$ cat src/design/sdar_pkg.sv
package sdar_pkg;

  localparam int ATAN_LEN = 30;

  // atan(2^-i), 2^32 per turn
  localparam logic [31:0] ATAN_TAB [ATAN_LEN] = '{
    32'h20000000, 32'h12E4051E, 32'h09FB385B, 32'h051111D4, 32'h028B0D43,
    32'h0145D7E1, 32'h00A2F61E, 32'h00517C55, 32'h0028BE53, 32'h00145F2F,
    32'h000A2F98, 32'h000517CC, 32'h00028BE6, 32'h000145F3, 32'h0000A2FA,
    32'h0000517D, 32'h000028BE, 32'h0000145F, 32'h00000A30, 32'h00000518,
    32'h0000028C, 32'h00000146, 32'h000000A3, 32'h00000051, 32'h00000029,
    32'h00000014, 32'h0000000A, 32'h00000005, 32'h00000003, 32'h00000001
  };

  // 1/K in Q30
  localparam logic [30:0] INV_GAIN_Q30 = 31'd652032874;

  // internal angle: 2^32 per turn, with headroom
  localparam int ZW = 34;

  localparam logic signed [ZW-1:0] HALF_TURN = ZW'(64'sh8000_0000);

  function automatic logic signed [ZW-1:0] atan_at(input int i);
    return $signed({2'b00, ATAN_TAB[i]});
  endfunction

endpackage

$ cat src/design/sdar_atan2.sv
module sdar_atan2 #(
  parameter int VECTOR_FRAC_BITS = 16,
  parameter int CORDIC_STEPS     = 16,
  parameter int AUX_W            = 1
) (
  input  logic                               clk,
  input  logic                               rst_n,
  input  logic                               en,
  input  logic                               in_valid,
  input  logic signed [VECTOR_FRAC_BITS+2:0] x_i,
  input  logic signed [VECTOR_FRAC_BITS+2:0] y_i,
  input  logic [AUX_W-1:0]                   aux_i,
  output logic                               out_valid,
  output logic signed [sdar_pkg::ZW-1:0]     ang_o,
  output logic signed [VECTOR_FRAC_BITS+2:0] mag_o,
  output logic [AUX_W-1:0]                   aux_o
);
  import sdar_pkg::*;

  localparam int VW = VECTOR_FRAC_BITS + 3;
  localparam int N  = CORDIC_STEPS;
  localparam int MW = VW + 32;

  logic signed [VW-1:0] x_r    [0:N];
  logic signed [VW-1:0] y_r    [0:N];
  logic signed [ZW-1:0] z_r    [0:N];
  logic                 neg_r  [0:N];
  logic                 zero_r [0:N];
  logic [AUX_W-1:0]     aux_r  [0:N];
  logic                 vld_r  [0:N+1];

  // left half plane: mirror through the origin, add half a turn later
  always_ff @(posedge clk) begin
    if (en) begin
      x_r[0]    <= (x_i < 0) ? -x_i : x_i;
      y_r[0]    <= (x_i < 0) ? -y_i : y_i;
      z_r[0]    <= '0;
      neg_r[0]  <= (x_i < 0);
      zero_r[0] <= (x_i == 0) && (y_i == 0);
      aux_r[0]  <= aux_i;
    end
  end

  for (genvar k = 1; k <= N; k++) begin : g_step
    always_ff @(posedge clk) begin
      if (en) begin
        if (y_r[k-1] >= 0) begin
          x_r[k] <= x_r[k-1] + (y_r[k-1] >>> (k-1));
          y_r[k] <= y_r[k-1] - (x_r[k-1] >>> (k-1));
          z_r[k] <= z_r[k-1] + atan_at(k-1);
        end else begin
          x_r[k] <= x_r[k-1] - (y_r[k-1] >>> (k-1));
          y_r[k] <= y_r[k-1] + (x_r[k-1] >>> (k-1));
          z_r[k] <= z_r[k-1] - atan_at(k-1);
        end
        neg_r[k]  <= neg_r[k-1];
        zero_r[k] <= zero_r[k-1];
        aux_r[k]  <= aux_r[k-1];
      end
    end
  end

  logic signed [MW-1:0] prod_w;
  logic signed [ZW-1:0] ang_r;
  logic signed [VW-1:0] mag_r;
  logic [AUX_W-1:0]     auxo_r;

  assign prod_w = (MW'(x_r[N]) * MW'($signed({1'b0, INV_GAIN_Q30})))
                + (MW'(1) <<< 29);

  always_ff @(posedge clk) begin
    if (en) begin
      auxo_r <= aux_r[N];
      if (zero_r[N]) begin
        ang_r <= '0;
        mag_r <= '0;
      end else begin
        ang_r <= z_r[N] + (neg_r[N] ? HALF_TURN : ZW'(0));
        mag_r <= VW'(prod_w >>> 30);
      end
    end
  end

  always_ff @(posedge clk) begin
    if (!rst_n) begin
      for (int k = 0; k <= N + 1; k++) vld_r[k] <= 1'b0;
    end else if (en) begin
      vld_r[0] <= in_valid;
      for (int k = 1; k <= N + 1; k++) vld_r[k] <= vld_r[k-1];
    end
  end

  assign ang_o     = ang_r;
  assign mag_o     = mag_r;
  assign aux_o     = auxo_r;
  assign out_valid = vld_r[N+1];

endmodule

$ cat config.mk
export PLATFORM = sky130hd
export DESIGN_NAME = sdar_atan2
export DESIGN_NICKNAME = d
export VERILOG_FILES = /design/src/design/sdar_pkg.sv /design/src/design/sdar_atan2.sv
export SDC_FILE = /design/constraint.sdc
export NUM_CORES = 2
export LEC_CHECK = 0
export BUFFER_PORTS_ARGS = -buffer_cell sky130_fd_sc_hd__buf_4
export CAP_MARGIN = 30
export CORE_MARGIN = 2
export CORE_UTILIZATION = 65
export CTS_CLUSTER_SIZE = 28
export DETAILED_ROUTE_END_ITERATION = 16
export PLACE_DENSITY = 0.86
export SYNTH_ARGS = -nofsm -noshare
export SYNTH_HDL_FRONTEND = slang
export SYNTH_SLANG_ARGS = --single-unit
$ cat constraint.sdc
create_clock -name clk -period 20.6 [get_ports clk]
set_input_delay 3.09 -clock clk [delete_from_list [all_inputs] [get_ports clk]]
set_output_delay 3.09 -clock clk [all_outputs]
set_load 0.05 [all_outputs]
==> out/results.tsv <==
metric	value	unit
outcome	complete, no violations	
Via Count	74300	
Tmin final	9260	ps
CP max stage delay	640	ps
Hold Vio Cnt, Final	0	
Worst Tran Pin Value	970	ps
fmax	108	MHz
root buf cell	clkbuf_16	
Layout fillers	10700	
global-route wire length before repair	371000	um
Core Area	0.150	mm2
r2r startpoint	x_r[16][8]$_DFFE_PP_	
post-synthesis instance area	0.0987	mm2
WP buf/inv	8	
critical path cell sequence	buf_8 -> buf_4 -> buf_4 -> buf_4 -> buf_12 -> nand2_1 -> buf_4 -> clkinv_1 -> buf_4 -> ha_1 -> a21o_1 -> a21oi_1 -> o21a_1 -> o311ai_0 -> a2111oi_0 -> nor2_1 -> a21o_1 -> a21o_1 -> a211o_1 -> o21a_1 -> xor2_1	
cell count after synthesis	9779	
# H-tree levels	4	
ys async rst share	0	%
HP Class	reg -> reg	
worst hold start	aux_r[1]$_DFFE_PP_	
reg-to-reg slack, setup	12200	ps
Reg-to-Reg End	mag_o[15]$_SDFFCE_PP0P_	
CTS tree	built	
IO Count	98	
post-synthesis register bit count	1200	
cts repair resizes	0	
initial antenna violation count	1	
final WL	229000	um
Fin Hold WS	409	ps
CTS sink cnt	1200	
top cells by area, synth	edfxtp_1 (36%), ha_1 (16%), xnor2_1 (6.9%), fa_1 (5.3%), a21oi_1 (3.6%)	
Synth Net Count	11400	
crit end category	flop	
Die ar.	0.155	mm2
sequential fraction of the synthesis area	36.3	%
worst path arrival time	9770	ps
# DRC	0	
vias in the first global route	73800	
Syn-to-layout area delta	7.85	%
number of cells on the critical path	21	
post-synth top area cell	edfxtp_1	
Synth Warn #	0	
CP top delay family	buffers and inverters	
Skew-Pair Late Insertion Delay	770	ps
wire length per cell	19.0	um
Initial Util	65.6	%
skew final	26.9	ps
dpl ws	10680	ps
Avg Cell Area, Syn	10.1	um2
Total Nets Final	11500	
Hold Crit Depth	0	
Setup TNS	0	ps
critical path fanouts, max	136	
Worst EP required	21110	ps
clk slew on worst S/H paths	70	ps
fin. max-slew vios	0	
Die Ht	394	um
Setup Fix Bufs, Post-CTS	0	
Die X	394	um
startpoint types	input port	
top_reg_cell synth	edfxtp_1	
RSZ-0062 raised after global routing	false	
Routed Antenna Nets	0	
Max Cap Violations	0	
Setup crit end	z_r[15][18]$_DFFE_PP_	
vias per cell	6.16	
Slowest-stage cell, CP	a2111oi_0	
pin count of the biggest net entering global routing	137	
Worst R2R Path Depth	24	
WS Path Type	in -> reg	
Final Wtd Congestion	0.965	
EDFF count, synth	1183	
final setup fails	0	
dpl cell area	0.102	mm2
DRT iter0 DRCs	5503	
cts-stage hold buffer count	0	
diode count	0	
period utilization	45.0	%
I/O Buffers	96	
Final Cell Area	0.106	mm2
CTS Buffer Depth	3	
most frequent cells in the layout	ha_1 (1282), edfxtp_1 (1183), nor2_1 (831), xnor2_1 (775), inv_1 (749)	
worst rel slew slack	35.0	%
gr ovfl total	0	
setup ws final	11340	ps
Detailed Place HPWL	177000	um
TritonCTS Buffers	134	
Detailed Routing Iterations Pass 1	8	
most common cell after layout, fill and taps aside	ha_1	
Critical Path Start	en	
share of the synthesized area in the top cell type	36.0	%
row count	142	
Netlist cell types	92	
share of cells above drive strength 1	4.18	%
most frequent CP cell	buf_4	
GRT Util Overall	29.0	%
[kinds of logic after synthesis]
| kind of cell | Yosys count | synth area share (%) |
|---|---|---|
| compound gates | 2539 | 16.6 |
| xor+xnor | 1129 | 10.0 |
| fa+ha+maj | 1545 | 21.6 |
| buf+inv | 885 | 3.37 |
| flops | 1200 | 36.3 |
| mux | 62 | 0.638 |
| other cells | 1 | 0.00380 |
| simple gates | 2418 | 11.4 |
[sequential cells by signal, summed over array words and instances, names as in the netlist]
signal  count
ang_o      33
aux_o       1
aux_r      17
mag_o      19
neg_r      17
vld_r      18
x_r       322
y_r       289
z_r       467
zero_r     17
[worst min path at each step]
stage	to	slack, ps
3_5_place_dp	aux_r[13]$_DFFE_PP_	400
4_1_cts	aux_r[2]$_DFFE_PP_	410
2_1_floorplan	aux_o$_DFFE_PP_	400
3_3_place_gp	aux_r[1]$_DFFE_PP_	400
6_report	aux_r[2]$_DFFE_PP_	410
5_1_grt	neg_r[0][15]$_DFFE_PP_	420
[Yosys cell counts (all sizes together), types with 13 or more instances]
master	n
or3	68
clkinv	15
edfxtp	1183
a41o	24
nand2	563
and2	52
o21bai	95
xor2	354
o21ai	568
dfxtp	17
nand3b	14
a41oi	15
a21oi	718
and3	69
a21boi	37
mux2i	55
xnor2	775
nand4	30
nand2b	112
o21a	187
o211ai	34
clkbuf	107
a31o	13
o31a	23
o311ai	14
a31oi	60
o41ai	71
inv	751
nor4	48
a21o	309
a211oi	139
nor3b	15
nor2	831
fa	263
nand3	161
nor2b	136
o31ai	91
o41a	32
or4	25
ha	1282
nor3	251
or2	29
a2111oi	14
[routing by layer]
metal | routed length, um | vias to the layer above | global-route usage [%]
li1 | - | 35900 | -
met4 | 12700 | 0 | 14.8
met2 | 116000 | 2336 | 52.5
met3 | 11100 | 684 | 3.69
met5 | 0 | - | 0
met1 | 89100 | 35300 | 33.6
[per-stage QoR]
stage	utilization [%]	instances
2_1_floorplan	-	9779
3_3_place_gp	67.7	11800
3_5_place_dp	67.8	11800
4_1_cts	70.7	12100
5_1_grt	70.8	12100
6_report	70.8	12100
[worst reg2reg max path, cell delays in order, from the launching register on]
cell and delay [ps]:
edfxtp_1 710, inv_1 190, ha_1 410, inv_1 170, fa_1 470, fa_1 540
fa_1 580, inv_1 60, fa_1 500, inv_1 60, fa_1 440, ha_1 290
ha_1 330, a211oi_1 230, nand2_1 100, a211oi_1 360, o211ai_1 160, a311oi_1 350
xnor2_1 360, ha_1 320, and3_1 220, nand4_1 170, or3_1 390, or4_1 410
a21oi_1 360
[cell type report]
type	instances	area, um2	share of cell area, %
multi-input combinational	7694	59500	55.9
sequential	1200	35900	33.7
clock buffer	172	3700	3.47
inverter	766	2880	2.70
tap	2016	2520	2.37
timing repair buffer	146	1190	1.12
clock inverter	73	787	0.740
Power is not shown: default switching activity piles up to over one toggle a cycle in this logic, so the estimate is an artifact.
